[config.mk]
export PLATFORM = sky130hd
export DESIGN_NAME = periodic_timer_table_flat
export DESIGN_NICKNAME = d
export VERILOG_FILES = /design/src/rtl/core/ptt_pkg.sv /design/src/rtl/core/ptt_if.sv /design/src/rtl/core/periodic_timer_table.sv /design/src/rtl/core/ptt_cell.sv /design/src/rtl/core/ptt_ctrl.sv /design/src/flat_wrapper.sv
export SDC_FILE = /design/constraint.sdc
export NUM_CORES = 2
export LEC_CHECK = 0
export BUFFER_PORTS_ARGS = -buffer_cell sky130_fd_sc_hd__clkbuf_2
export CAP_MARGIN = 20
export CORE_MARGIN = 2
export CORE_UTILIZATION = 55
export DETAILED_ROUTE_END_ITERATION = 10
export PLACE_DENSITY_LB_ADDON = 0.3
export SYNTH_ARGS = -nofsm -noshare
export SYNTH_HDL_FRONTEND = slang
export SYNTH_SLANG_ARGS = --single-unit
export TNS_END_PERCENT = 50
[constraint.sdc]
create_clock -name clock -period 6.35 [get_ports clock]
set_input_delay 0.3175 -clock clock [delete_from_list [all_inputs] [get_ports clock]]
set_output_delay 0.3175 -clock clock [all_outputs]
set_load 0.02 [all_outputs]
[src/rtl/core/ptt_pkg.sv]
// Shared types and constants for the periodic timer table.
// No dependencies; compile first.
`default_nettype none

package ptt_pkg;

   localparam int SLOTS_DEFAULT = 16;
   localparam int MAX_RESULTS   = 16;
   localparam int FIRE_N_W      = $clog2(MAX_RESULTS + 1);

   localparam int MODE_W   = 2;
   localparam int ID_W     = 32;
   localparam int PERIOD_W = 32;
   localparam int COUNT_W  = 32;
   localparam int KIND_W   = 3;
   localparam int MPT_W    = 10;

   localparam logic [MPT_W-1:0] MPT_RESET = MPT_W'(50);

   localparam logic [MODE_W-1:0] MODE_TICK = 2'd0;
   localparam logic [MODE_W-1:0] MODE_SET  = 2'd1;
   localparam logic [MODE_W-1:0] MODE_KILL = 2'd2;

   localparam logic [KIND_W-1:0] KIND_FIRED     = 3'd0;
   localparam logic [KIND_W-1:0] KIND_SET_OK    = 3'd1;
   localparam logic [KIND_W-1:0] KIND_SET_FULL  = 3'd2;
   localparam logic [KIND_W-1:0] KIND_KILL_OK   = 3'd3;
   localparam logic [KIND_W-1:0] KIND_KILL_NONE = 3'd4;

   typedef struct packed {
      logic                valid;
      logic [ID_W-1:0]     id;
      logic [PERIOD_W-1:0] period;
      logic [COUNT_W-1:0]  count;
   } slot_type;

endpackage

`default_nettype wire

[src/rtl/core/ptt_if.sv]
// Valid/ready channel interfaces for request and response items.
// Depends on ptt_pkg.
`default_nettype none

interface ptt_req_if;
   import ptt_pkg::*;
   logic                valid;
   logic                ready;
   logic [MODE_W-1:0]   mode;
   logic [ID_W-1:0]     timer_id;
   logic [PERIOD_W-1:0] period_ms;

   modport source (output valid, output mode, output timer_id, output period_ms,
                   input ready);
   modport sink   (input valid, input mode, input timer_id, input period_ms,
                   output ready);
endinterface

interface ptt_rsp_if;
   import ptt_pkg::*;
   logic              valid;
   logic              ready;
   logic [KIND_W-1:0] kind;
   logic [ID_W-1:0]   result_id;
   logic              last;

   modport source (output valid, output kind, output result_id, output last,
                   input ready);
   modport sink   (input valid, input kind, input result_id, input last,
                   output ready);
endinterface

`default_nettype wire

[src/rtl/core/periodic_timer_table.sv]
// Top level of the periodic timer table: ring of slot cells, sequencer, tick register.
// Depends on ptt_pkg, ptt_if, ptt_cell and ptt_ctrl.
//
//   channel   direction  handshake              payload
//   req_ch    in         valid/ready            mode, timer_id, period_ms
//   rsp_ch    out        valid/ready            kind, result_id, last
//   csr_*     in         csr_we (no wait)       csr_wdata = ms_per_tick
//
// One item at a time. Every item but an unused mode makes one pass over the ring, and a set
// that claims a free slot makes a second pass to fill it. Each pass takes the slots one per
// cycle as the ring rotates past the update unit, unless a firing tick stalls on a busy
// response output. Reset clears every slot at once; no clearing pass.
`default_nettype none

module periodic_timer_table #(
   parameter int SLOTS = ptt_pkg::SLOTS_DEFAULT
) (
   input  logic                      clock,
   input  logic                      reset,
   ptt_req_if.sink                   req_ch,
   ptt_rsp_if.source                 rsp_ch,
   input  logic                      csr_we,
   input  logic [ptt_pkg::MPT_W-1:0] csr_wdata
);
   import ptt_pkg::*;

   logic [MPT_W-1:0] ms_per_tick_ff, ms_per_tick_in;
   slot_type         chain[SLOTS];
   slot_type         head_slot;
   logic             shift_en;

   always_comb begin
      ms_per_tick_in = csr_we ? csr_wdata : ms_per_tick_ff;
   end

   always_ff @(posedge clock) begin
      if (reset) begin
         ms_per_tick_ff <= MPT_RESET;
      end else begin
         ms_per_tick_ff <= ms_per_tick_in;
      end
   end

   // cell 0 sits at the head of the ring, so slots pass the update unit in order
   for (genvar i = 0; i < SLOTS; i++) begin : g_cell
      ptt_cell u_cell (
         .clock    (clock),
         .reset    (reset),
         .shift_en (shift_en),
         .slot_in  ((i == 0) ? head_slot : chain[(i == 0) ? 0 : i - 1]),
         .slot_out (chain[i])
      );
   end

   ptt_ctrl #(
      .SLOTS (SLOTS)
   ) u_ctrl (
      .clock       (clock),
      .reset       (reset),
      .req_ch      (req_ch),
      .rsp_ch      (rsp_ch),
      .ms_per_tick (ms_per_tick_ff),
      .tail_slot   (chain[SLOTS-1]),
      .head_slot   (head_slot),
      .shift_en    (shift_en)
   );

endmodule

`default_nettype wire

[src/rtl/core/ptt_cell.sv]
// One slot of the timer ring: holds a slot and passes it on when the ring rotates.
// Depends on ptt_pkg.
`default_nettype none

module ptt_cell (
   input  logic              clock,
   input  logic              reset,
   input  logic              shift_en,
   input  ptt_pkg::slot_type slot_in,
   output ptt_pkg::slot_type slot_out
);
   import ptt_pkg::*;

   slot_type slot_ff;
   slot_type slot_in_d;

   always_comb begin
      slot_in_d = shift_en ? slot_in : slot_ff;
   end

   always_ff @(posedge clock) begin
      if (reset) begin
         slot_ff <= '0;
      end else begin
         slot_ff <= slot_in_d;
      end
   end

   assign slot_out = slot_ff;

endmodule

`default_nettype wire

[src/rtl/core/ptt_ctrl.sv]
// Sequencer and slot update unit at the tail of the ring, with response buffering.
// Depends on ptt_pkg and ptt_if.
`default_nettype none

module ptt_ctrl #(
   parameter int SLOTS = ptt_pkg::SLOTS_DEFAULT
) (
   input  logic                      clock,
   input  logic                      reset,
   ptt_req_if.sink                   req_ch,
   ptt_rsp_if.source                 rsp_ch,
   input  logic [ptt_pkg::MPT_W-1:0] ms_per_tick,
   input  ptt_pkg::slot_type         tail_slot,
   output ptt_pkg::slot_type         head_slot,
   output logic                      shift_en
);
   import ptt_pkg::*;

   localparam int IDX_W = (SLOTS > 1) ? $clog2(SLOTS) : 1;

   typedef enum logic [3:0] {
      ST_IDLE = 4'b0001,
      ST_SCAN = 4'b0010,
      ST_FILL = 4'b0100,
      ST_RESP = 4'b1000
   } state_type;

   state_type            state_ff, state_in;
   logic [IDX_W-1:0]     step_ff, step_in;
   logic [MODE_W-1:0]    mode_ff, mode_in;
   logic [ID_W-1:0]      id_ff, id_in;
   logic [PERIOD_W-1:0]  period_ff, period_in;
   logic                 found_ff, found_in;
   logic                 free_found_ff, free_found_in;
   logic [IDX_W-1:0]     free_idx_ff, free_idx_in;
   logic [FIRE_N_W-1:0]  fire_n_ff, fire_n_in;
   logic                 pend_valid_ff, pend_valid_in;
   logic [KIND_W-1:0]    pend_kind_ff, pend_kind_in;
   logic [ID_W-1:0]      pend_id_ff, pend_id_in;
   logic                 rsp_valid_ff, rsp_valid_in;
   logic [KIND_W-1:0]    rsp_kind_ff, rsp_kind_in;
   logic [ID_W-1:0]      rsp_id_ff, rsp_id_in;
   logic                 rsp_last_ff, rsp_last_in;

   logic [COUNT_W:0]     sum;
   logic [COUNT_W-1:0]   tick_count;
   logic                 fire;
   logic                 id_hit;
   logic                 last_step;
   logic                 out_free;
   logic                 stall;

   always_comb begin
      sum        = {1'b0, tail_slot.count} + (COUNT_W + 1)'(ms_per_tick);
      tick_count = sum[COUNT_W] ? '1 : sum[COUNT_W-1:0];
      fire       = tail_slot.valid && (tick_count >= tail_slot.period);
      id_hit     = tail_slot.id == id_ff;
      last_step  = step_ff == IDX_W'(SLOTS - 1);
      out_free   = !rsp_valid_ff || rsp_ch.ready;
   end

   always_comb begin
      state_in      = state_ff;
      step_in       = step_ff;
      mode_in       = mode_ff;
      id_in         = id_ff;
      period_in     = period_ff;
      found_in      = found_ff;
      free_found_in = free_found_ff;
      free_idx_in   = free_idx_ff;
      fire_n_in     = fire_n_ff;
      pend_valid_in = pend_valid_ff;
      pend_kind_in  = pend_kind_ff;
      pend_id_in    = pend_id_ff;
      rsp_valid_in  = rsp_valid_ff;
      rsp_kind_in   = rsp_kind_ff;
      rsp_id_in     = rsp_id_ff;
      rsp_last_in   = rsp_last_ff;
      head_slot     = tail_slot;
      shift_en      = 1'b0;
      stall         = 1'b0;

      if (rsp_valid_ff && rsp_ch.ready) begin
         rsp_valid_in = 1'b0;
      end

      case (state_ff)
         ST_IDLE: begin
            if (req_ch.valid) begin
               mode_in       = req_ch.mode;
               id_in         = req_ch.timer_id;
               period_in     = req_ch.period_ms;
               step_in       = '0;
               found_in      = 1'b0;
               free_found_in = 1'b0;
               fire_n_in     = '0;
               pend_valid_in = 1'b0;
               if (req_ch.mode inside {MODE_TICK, MODE_SET, MODE_KILL}) begin
                  state_in = ST_SCAN;
               end
            end
         end
         ST_SCAN: begin
            case (mode_ff)
               MODE_TICK: begin
                  if (tail_slot.valid) begin
                     head_slot.count = fire ? '0 : tick_count;
                     if (fire && (fire_n_ff < FIRE_N_W'(MAX_RESULTS))) begin
                        if (pend_valid_ff) begin
                           if (out_free) begin
                              rsp_valid_in = 1'b1;
                              rsp_kind_in  = KIND_FIRED;
                              rsp_id_in    = pend_id_ff;
                              rsp_last_in  = 1'b0;
                              pend_id_in   = tail_slot.id;
                              fire_n_in    = fire_n_ff + 1'b1;
                           end else begin
                              stall = 1'b1;
                           end
                        end else begin
                           pend_valid_in = 1'b1;
                           pend_kind_in  = KIND_FIRED;
                           pend_id_in    = tail_slot.id;
                           fire_n_in     = fire_n_ff + 1'b1;
                        end
                     end
                  end
               end
               MODE_SET: begin
                  if (!found_ff && id_hit) begin
                     found_in         = 1'b1;
                     head_slot.valid  = 1'b1;
                     head_slot.period = period_ff;
                     head_slot.count  = '0;
                  end else if (!found_ff && !tail_slot.valid && !free_found_ff) begin
                     free_found_in = 1'b1;
                     free_idx_in   = step_ff;
                  end
               end
               MODE_KILL: begin
                  if (!found_ff && id_hit) begin
                     found_in  = 1'b1;
                     head_slot = '0;
                  end
               end
               default: begin
               end
            endcase

            if (!stall) begin
               shift_en = 1'b1;
               step_in  = last_step ? '0 : step_ff + 1'b1;
               if (last_step) begin
                  case (mode_ff)
                     MODE_TICK: begin
                        state_in = pend_valid_in ? ST_RESP : ST_IDLE;
                     end
                     MODE_SET: begin
                        pend_id_in = id_ff;
                        if (found_in) begin
                           pend_valid_in = 1'b1;
                           pend_kind_in  = KIND_SET_OK;
                           state_in      = ST_RESP;
                        end else if (free_found_in) begin
                           state_in = ST_FILL;
                        end else begin
                           pend_valid_in = 1'b1;
                           pend_kind_in  = KIND_SET_FULL;
                           state_in      = ST_RESP;
                        end
                     end
                     MODE_KILL: begin
                        pend_valid_in = 1'b1;
                        pend_id_in    = id_ff;
                        pend_kind_in  = found_in ? KIND_KILL_OK : KIND_KILL_NONE;
                        state_in      = ST_RESP;
                     end
                     default: begin
                        state_in = ST_IDLE;
                     end
                  endcase
               end
            end
         end
         ST_FILL: begin
            shift_en = 1'b1;
            step_in  = last_step ? '0 : step_ff + 1'b1;
            if (step_ff == free_idx_ff) begin
               head_slot.valid  = 1'b1;
               head_slot.id     = id_ff;
               head_slot.period = period_ff;
               head_slot.count  = '0;
            end
            if (last_step) begin
               pend_valid_in = 1'b1;
               pend_kind_in  = KIND_SET_OK;
               pend_id_in    = id_ff;
               state_in      = ST_RESP;
            end
         end
         ST_RESP: begin
            if (out_free) begin
               rsp_valid_in  = 1'b1;
               rsp_kind_in   = pend_kind_ff;
               rsp_id_in     = pend_id_ff;
               rsp_last_in   = 1'b1;
               pend_valid_in = 1'b0;
               state_in      = ST_IDLE;
            end
         end
         default: begin
            state_in = ST_IDLE;
         end
      endcase
   end

   always_ff @(posedge clock) begin
      if (reset) begin
         state_ff      <= ST_IDLE;
         pend_valid_ff <= 1'b0;
         rsp_valid_ff  <= 1'b0;
      end else begin
         state_ff      <= state_in;
         pend_valid_ff <= pend_valid_in;
         rsp_valid_ff  <= rsp_valid_in;
      end
   end

   always_ff @(posedge clock) begin
      step_ff       <= step_in;
      mode_ff       <= mode_in;
      id_ff         <= id_in;
      period_ff     <= period_in;
      found_ff      <= found_in;
      free_found_ff <= free_found_in;
      free_idx_ff   <= free_idx_in;
      fire_n_ff     <= fire_n_in;
      pend_kind_ff  <= pend_kind_in;
      pend_id_ff    <= pend_id_in;
      rsp_kind_ff   <= rsp_kind_in;
      rsp_id_ff     <= rsp_id_in;
      rsp_last_ff   <= rsp_last_in;
   end

   assign req_ch.ready     = state_ff == ST_IDLE;
   assign rsp_ch.valid     = rsp_valid_ff;
   assign rsp_ch.kind      = rsp_kind_ff;
   assign rsp_ch.result_id = rsp_id_ff;
   assign rsp_ch.last      = rsp_last_ff;

endmodule

`default_nettype wire

[src/flat_wrapper.sv]
// flat-port wrapper written by rule: the top's interface ports become plain ports
module periodic_timer_table_flat import ptt_pkg::*;
#(
   parameter int SLOTS = ptt_pkg::SLOTS_DEFAULT
)
  (clock, reset, csr_we, csr_wdata, req_ch_valid, req_ch_mode, req_ch_timer_id, req_ch_period_ms, req_ch_ready, rsp_ch_valid, rsp_ch_kind, rsp_ch_result_id, rsp_ch_last, rsp_ch_ready);
  ptt_req_if req_ch_i ();
  ptt_rsp_if rsp_ch_i ();
  input  logic clock;
  input  logic reset;
  input  logic csr_we;
  input  logic [ptt_pkg::MPT_W-1:0] csr_wdata;
  input wire logic [$bits(req_ch_i.valid)-1:0] req_ch_valid;
  input wire logic [$bits(req_ch_i.mode)-1:0] req_ch_mode;
  input wire logic [$bits(req_ch_i.timer_id)-1:0] req_ch_timer_id;
  input wire logic [$bits(req_ch_i.period_ms)-1:0] req_ch_period_ms;
  output wire logic [$bits(req_ch_i.ready)-1:0] req_ch_ready;
  output wire logic [$bits(rsp_ch_i.valid)-1:0] rsp_ch_valid;
  output wire logic [$bits(rsp_ch_i.kind)-1:0] rsp_ch_kind;
  output wire logic [$bits(rsp_ch_i.result_id)-1:0] rsp_ch_result_id;
  output wire logic [$bits(rsp_ch_i.last)-1:0] rsp_ch_last;
  input wire logic [$bits(rsp_ch_i.ready)-1:0] rsp_ch_ready;
  assign req_ch_i.valid = req_ch_valid;
  assign req_ch_i.mode = req_ch_mode;
  assign req_ch_i.timer_id = req_ch_timer_id;
  assign req_ch_i.period_ms = req_ch_period_ms;
  assign req_ch_ready = req_ch_i.ready;
  assign rsp_ch_valid = rsp_ch_i.valid;
  assign rsp_ch_kind = rsp_ch_i.kind;
  assign rsp_ch_result_id = rsp_ch_i.result_id;
  assign rsp_ch_last = rsp_ch_i.last;
  assign rsp_ch_i.ready = rsp_ch_ready;
  periodic_timer_table #(.SLOTS(SLOTS)) u_core (.clock(clock), .reset(reset), .req_ch(req_ch_i), .rsp_ch(rsp_ch_i), .csr_we(csr_we), .csr_wdata(csr_wdata));
endmodule
Yosys cells after proc, flatten, opt, wreduce, memory -nomap -nowiden
Cells that the tools add are included.
- add/subtract/negate cells: 3
- magnitude comparators: 2
- eq/ne operators: 23
- muxes and demuxes: 112
- bitwise logic cells: 1
- reduce and logical (&&, ||, !) cells: 30
- operators with widths (operator ; count):
    two-way mux 32 bit ; 18
    two-way mux 97 bit ; 2
    one-hot mux 97 bit (2 select lines) ; 1
    one-hot mux 32 bit (2 select lines) ; 3
    one-hot mux 32 bit (3 select lines) ; 1
    two-way mux 64 bit ; 1
    two-way mux 3 bit ; 16
    two-way mux 4 bit ; 12
    two-way mux 1 bit ; 37
    adder 32 x 10 -> 33 bit ; 1
    equality test 32 bit ; 1
    >= comparator 32 bit ; 1
    two-way mux 5 bit ; 6
    one-hot mux 4 bit (3 select lines) ; 2
    one-hot mux 3 bit (2 select lines) ; 3
    inequality test 2 bit (second input constant) ; 8
    one-hot mux 4 bit (4 select lines) ; 1
    one-hot mux 1 bit (2 select lines) ; 7
    AND reduction 6 bit ; 2
    one-hot mux 5 bit (2 select lines) ; 1
    equality test 4 bit (second input constant) ; 2
    AND reduction 4 bit ; 2
    AND reduction 7 bit ; 1
    logical AND 1 bit ; 6
    other kinds (23) ; 36
- flip-flop bits (word level): 1720
- input port bits: 81
- output and inout bits: 38

Logic depth before layout (Yosys ltp)
- depth in word-level cells: 15
- gate-level depth with buffers: 23

Hierarchy
Synthesis repeated with hierarchy kept, for this count alone.
- cells, all modules: 5967
- area, all modules: 65459.0 sq um
- modules (own cells, without submodules) (module ; instances ; cells each ; area each (sq um)):
    ptt_cell ; 16 ; 313 ; 3435.8
    ptt_ctrl ; 1 ; 927 ; 10124.7
    periodic_timer_table ; 1 ; 32 ; 361.6

Worst setup path before layout
No wires, ideal clock.
- kind: flip-flop to flip-flop
- start: register u_core.g_cell[15].u_cell.slot_ff (netlist bit u_core.g_cell[15].u_cell.slot_out[0])
- end: register u_core.u_ctrl.rsp_id_ff[0], in the netlist u_core.u_ctrl.rsp_ch.result_id[0] (enable)
- setup time: 461 ps
- data arrival time: 6404 ps
- required time: 5889 ps
- path slack: -516 ps
- stages on the path, launching flop included: 21
- path buffers: 4
- period minus slack after synthesis: 6866 ps
- cells stage by stage: dfxtp_1 > ha_1 > fa_1 > a21oi_1 > nor3_1 > o21a_1 > o311a_1 > buf_2 > nand2_1 > buf_2 > buf_1 > nand2_1 > ha_1 > nand4_1 > or4_4 > nand2b_1 > nand3_1 > a22o_1 > buf_4 > nor2_1 > nor3_1
- word-level cells in the longest chain between the ends: 7
- ends and longest elaborated chain (what ; line ; text):
    from (decl) ; ptt_cell.sv:14 ; slot_type slot_ff;
    from (signal assigned) ; ptt_cell.sv:25 ; slot_ff <= slot_in_d;
    adder 32 x 10 -> 33 bit ; ptt_ctrl.sv:54 ; sum = {1'b0, tail_slot.count} + (COUNT_W + 1)'(ms_per_tick);
    two-way mux 32 bit ; ptt_ctrl.sv:55 ; tick_count = sum[COUNT_W] ? '1 : sum[COUNT_W-1:0];
    >= comparator 32 bit ; ptt_ctrl.sv:56 ; fire = tail_slot.valid && (tick_count >= tail_slot.period);
    logical AND 1 bit ; ptt_ctrl.sv:56 ;
    logical AND 1 bit ; ptt_ctrl.sv:108 ; if (fire && (fire_n_ff < FIRE_N_W'(MAX_RESULTS))) begin
    inequality test 2 bit (no source line) ; - ;
    AND reduction 5 bit (no source line) ; - ;
    to (signal assigned) ; ptt_ctrl.sv:241 ; rsp_id_ff <= rsp_id_in;
    to (decl) ; ptt_ctrl.sv:42 ; logic [ID_W-1:0] rsp_id_ff, rsp_id_in;
Every way passes these cells.
A chain may end at the register's enable or synchronous reset.

Worst setup path in the final report
- start: register u_core.g_cell[15].u_cell.slot_ff (netlist bit u_core.g_cell[15].u_cell.slot_out[0])
- end: register u_core.g_cell[0].u_cell.slot_ff (netlist bit u_core.g_cell[0].u_cell.slot_out[7])
- word-level cells in the longest chain between the ends: 11
- elaborated cells between the ends (all ways): 15
- classes of those cells: add/sub: 1; order compare: 1; mux: 11; reduce/logical: 2
- ends and longest elaborated chain (what ; line ; text):
    adder 32 x 10 -> 33 bit * ; ptt_ctrl.sv:54 ;
    two-way mux 32 bit * ; ptt_ctrl.sv:55 ;
    >= comparator 32 bit ; ptt_ctrl.sv:56 ;
    logical AND 1 bit ; ptt_ctrl.sv:56 ;
    logical AND 1 bit ; ptt_ctrl.sv:108 ;
    two-way mux 1 bit ; ptt_ctrl.sv:108 ;
    two-way mux 1 bit ; ptt_ctrl.sv:106 ; if (tail_slot.valid) begin
    two-way mux 1 bit ; ptt_ctrl.sv:104 ; case (mode_ff)
    two-way mux 1 bit ; ptt_ctrl.sv:87 ; case (state_ff)
    two-way mux 1 bit ; ptt_ctrl.sv:150 ; if (!stall) begin
    one-hot mux 1 bit (2 select lines) ; ptt_ctrl.sv:87 ;
    to (signal assigned) ; ptt_cell.sv:25 ;
    to (decl) ; ptt_cell.sv:14 ;
Every way passes the cells marked *; elsewhere a longest branch is shown, timed or not. The select of a mux whose other input is x is not followed.

==> run summary <==
Die area: 117500 sq um
Core footprint: 114000 sq um
Ys Warns: 0
Worst min path class: in2reg
Largest net degree at the start of global routing: 248
Final setup viols: 0
Critical Path End Type: flip-flop
Synthesized area per cell: 8.235 sq um
Post-synth EDFFs: 152
Leak Pwr: 23.42 nW
Initial DRC count: 4095
Initial antenna violation count: 0
Fraction of layout cells with a size suffix above 1: 6.655%
Status: complete, no violations
Synthesized cell area: 63150 sq um
Worst-Skew Late Latency: 0.77 ns
Synth unique cells: 76
VDD IR-drop max: 0.0003536 V
WHS: 0.03241 ns
Post-route minimum period: 5.714 ns
Cells after Synth: 7668
Final period utilization: 89.98%
Ys flop type: dfxtp_1
DRC violations left: 0
Worst Path Max Fanout: 31
Max-cap violations: 0
Tot Pwr: 24.11 mW
Die Y: 342.8 um
Grt ovf: 0
H-tree lvl count: 4
Fin nets: 7677
Final WL: 138700 um
Multi-input gate area: 24350 sq um
Detailed Place HPWL: 83620 um
Arr. time, crit path: 6.39 ns
Longest Clk Path Bufs: 3
TritonCTS Buffers: 167
Worst-Margin Slew: 1.217 ns
First-pass GRT wire length: 227400 um
Clock sink count: 1720
GRT Overall Usage: 23.05%
Clock transition at path regs: 0.06 ns
Worst R2R Path Depth: 18
Starting Density: 55.38%
Register area: 35950 sq um
Layout area overhead: 11.95%
Number of global-route vias before repair: 45800
Crit Path Category: reg2reg
Root Driver: clkbuf_16
Peak Freq: 175.0 MHz
Vias: 49610
Post-placement cell count: 8813
Final-report hold violation count: 0
# fillers: 9785
Post-Syn Nets: 7798
Post-route ant nets: 0
FF+latch count, synth: 1720
ANT cells: 0
Post-Layout Cell Count: 9190
Max-slew violations: 0
Gpl congestion: 0.8911
Io pins: 119
Row Count: 124
Drt wl/cell: 15.09 um
TNS Setup: 0 ns
Setup Skew: 0.04080 ns
RSZ-0062 raised after global routing: false
Drt pass-1 iters: 6
Die X-Extent: 342.8 um
Post-synth ARST share: 0%
WHS Path Cells: 2
Power per cell area: 341.1 nW/um^2
CP startpoint kind: flip-flop
CP required: 7.02 ns
Port-buffer cells: 118
TritonCTS clock tree: done
Avg Vias per Cell: 5.398
Sequential share of the synthesized area: 56.94%
Setup bufs post-CTS: 0
Core Util, Final: 61.99%
Slew HR: 18.84%
logic make-up (layout without fill, tap and decap cells):
group,Yosys count,after routing,share of synthesized area (%)
AOI/OAI and AO/OA,1819,1819,15.36
xor gates and xnor gates,59,59,0.8183
adders and majority gates,49,49,0.9828
buffers and inverters,626,636,4.617
DFF,1720,1720,56.94
muxes,45,45,0.7153
and+or+nand+nor,3350,3350,20.57
worst max-delay path, cell delays in order (launching register included):
cell and delay [ns]:
dfxtp_1 0.32, ha_1 0.24, fa_1 0.47, a21oi_1 0.21
nor3_1 0.09, o21a_1 0.28, o311a_1 0.49, nand2_1 0.32
nand2_1 0.15, ha_1 0.34, nand4_1 0.14, or4_4 0.56
nand2b_1 0.18, a31oi_1 0.38, a221o_4 0.53, buf_12 0.28
buf_12 0.22, a221oi_1 0.12, nor3_1 0.27
synthesized netlist by cell type, types with 19 or more instances:
| cell type | count | area share, % |
|---|---|---|
| nand2_1 | 3000 | 18 |
| dfxtp_1 | 1568 | 50 |
| a21oi_1 | 1536 | 12 |
| buf_2 | 259 | 2.1 |
| clkbuf_1 | 253 | 1.5 |
| edfxtp_1 | 152 | 7.2 |
| nor2_1 | 138 | 0.82 |
| nor3_1 | 89 | 0.71 |
| o21ai_0 | 85 | 0.67 |
| buf_4 | 52 | 0.62 |
| xnor2_1 | 50 | 0.69 |
| a221oi_1 | 49 | 0.68 |
| ha_1 | 48 | 0.95 |
| a211oi_1 | 46 | 0.55 |
| mux2i_1 | 44 | 0.70 |
| inv_1 | 42 | 0.25 |
| nand3_1 | 31 | 0.25 |
| nand4_1 | 24 | 0.24 |
| and3_1 | 19 | 0.19 |
stage by stage:
| step | area, sq um | setup WS [ns] |
|---|---|---|
| floorplan | 63150 | 0.4684 |
| global placement | 64210 | 0.7286 |
| detailed placement | 64230 | 0.7041 |
| CTS | 70700 | 0.6589 |
| global route | 70700 | 0.2774 |
| finish | 70700 | 0.6362 |
metal layers:
metal,vias up,wire length (um),GRT usage [%]
met2,846,68530,39.02
met5,-,0,0
met4,0,5948,10.96
li1,24980,-,-
met1,23500,59250,28.96
met3,276,4955,3.341
state kept, by name, summed over array words and instances, names as in the netlist:
signal,count
u_core.g_cell.u_cell.slot_out,1552
u_core.ms_per_tick_ff,10
u_core.u_ctrl.fire_n_ff,5
u_core.u_ctrl.found_ff,1
u_core.u_ctrl.free_found_ff,1
u_core.u_ctrl.free_idx_ff,4
u_core.u_ctrl.id_ff,32
u_core.u_ctrl.mode_ff,2
u_core.u_ctrl.pend_id_ff,32
u_core.u_ctrl.pend_kind_ff,3
u_core.u_ctrl.pend_valid_ff,1
u_core.u_ctrl.period_ff,32
u_core.u_ctrl.rsp_ch.kind,3
u_core.u_ctrl.rsp_ch.last,1
u_core.u_ctrl.rsp_ch.result_id,32
u_core.u_ctrl.rsp_ch.valid,1
u_core.u_ctrl.state_ff,4
u_core.u_ctrl.step_ff,4
repair_timing:
item,4_1_cts,5_1_grt
hold buffers,77,0
hold endpoints to repair,79,0
gates resized for setup,0,0
placed cells by master, fill, tap and decap left out, types with 9 or more instances in the layout:
cell type      synthesis  routed
edfxtp_1             152     152
dfxtp_1             1568    1568
nand3_1               31      31
xor2_1                 9       9
a211oi_1              46      46
ha_1                  48      48
bufinv_16              0      10
buf_12                 0      43
a21oi_1             1536    1536
nor2_1               138     137
clkbuf_16              0     170
mux2i_1               44      44
and2_1                12      12
o21ai_0               85      84
a21o_1                 9       9
clkinv_2               0      23
nand4_1               24      24
clkbuf_2               1     117
a221oi_1              49      48
clkbuf_8               0      46
xnor2_1               50      50
dlygate4sd3_1          0      77
o21ai_1                9       9
o21a_1                10      10
a31oi_1               13      11
clkbuf_1             253      28
and3_1                19      19
inv_1                 42      41
nand2_1             3000    3000
buf_4                 52      55
nor3_1                89      88
layout make-up:
class	instances	share of cell area, %
Sequential cell	1720	50.86
Clock buffer	244	7.062
Tap cell	1512	2.676
Timing Repair Buffer	294	3.749
Multi-Input combinational cell	5322	34.44
Clock inverter	56	0.9876
Inverter	42	0.2230
power breakdown:
| group | switching [mW] | internal [mW] | leakage (nW) | total [mW] |
|---|---|---|---|---|
| clock | 4.16 | 5.89 | 2.80 | 10.0 |
| sequential | 0.304 | 11.3 | 14.0 | 11.6 |
| combinational | 1.84 | 0.599 | 6.58 | 2.44 |
worst paths after layout:
check,from,endpoint,slack (ns)
worst min register to register,u_core.g_cell[6].u_cell.slot_out[60]$_SDFFE_PP0P_,u_core.g_cell[7].u_cell.slot_out[60]$_SDFFE_PP0P_,0.43
worst max-delay path,u_core.g_cell[15].u_cell.slot_out[0]$_SDFFE_PP0P_,u_core.g_cell[0].u_cell.slot_out[7]$_SDFFE_PP0P_,0.64
worst min-delay path,reset,u_core.g_cell[8].u_cell.slot_out[45]$_SDFFE_PP0P_,0.03
worst max register to register,u_core.g_cell[15].u_cell.slot_out[0]$_SDFFE_PP0P_,u_core.g_cell[0].u_cell.slot_out[7]$_SDFFE_PP0P_,0.64
(Power assumes the default switching activity.)
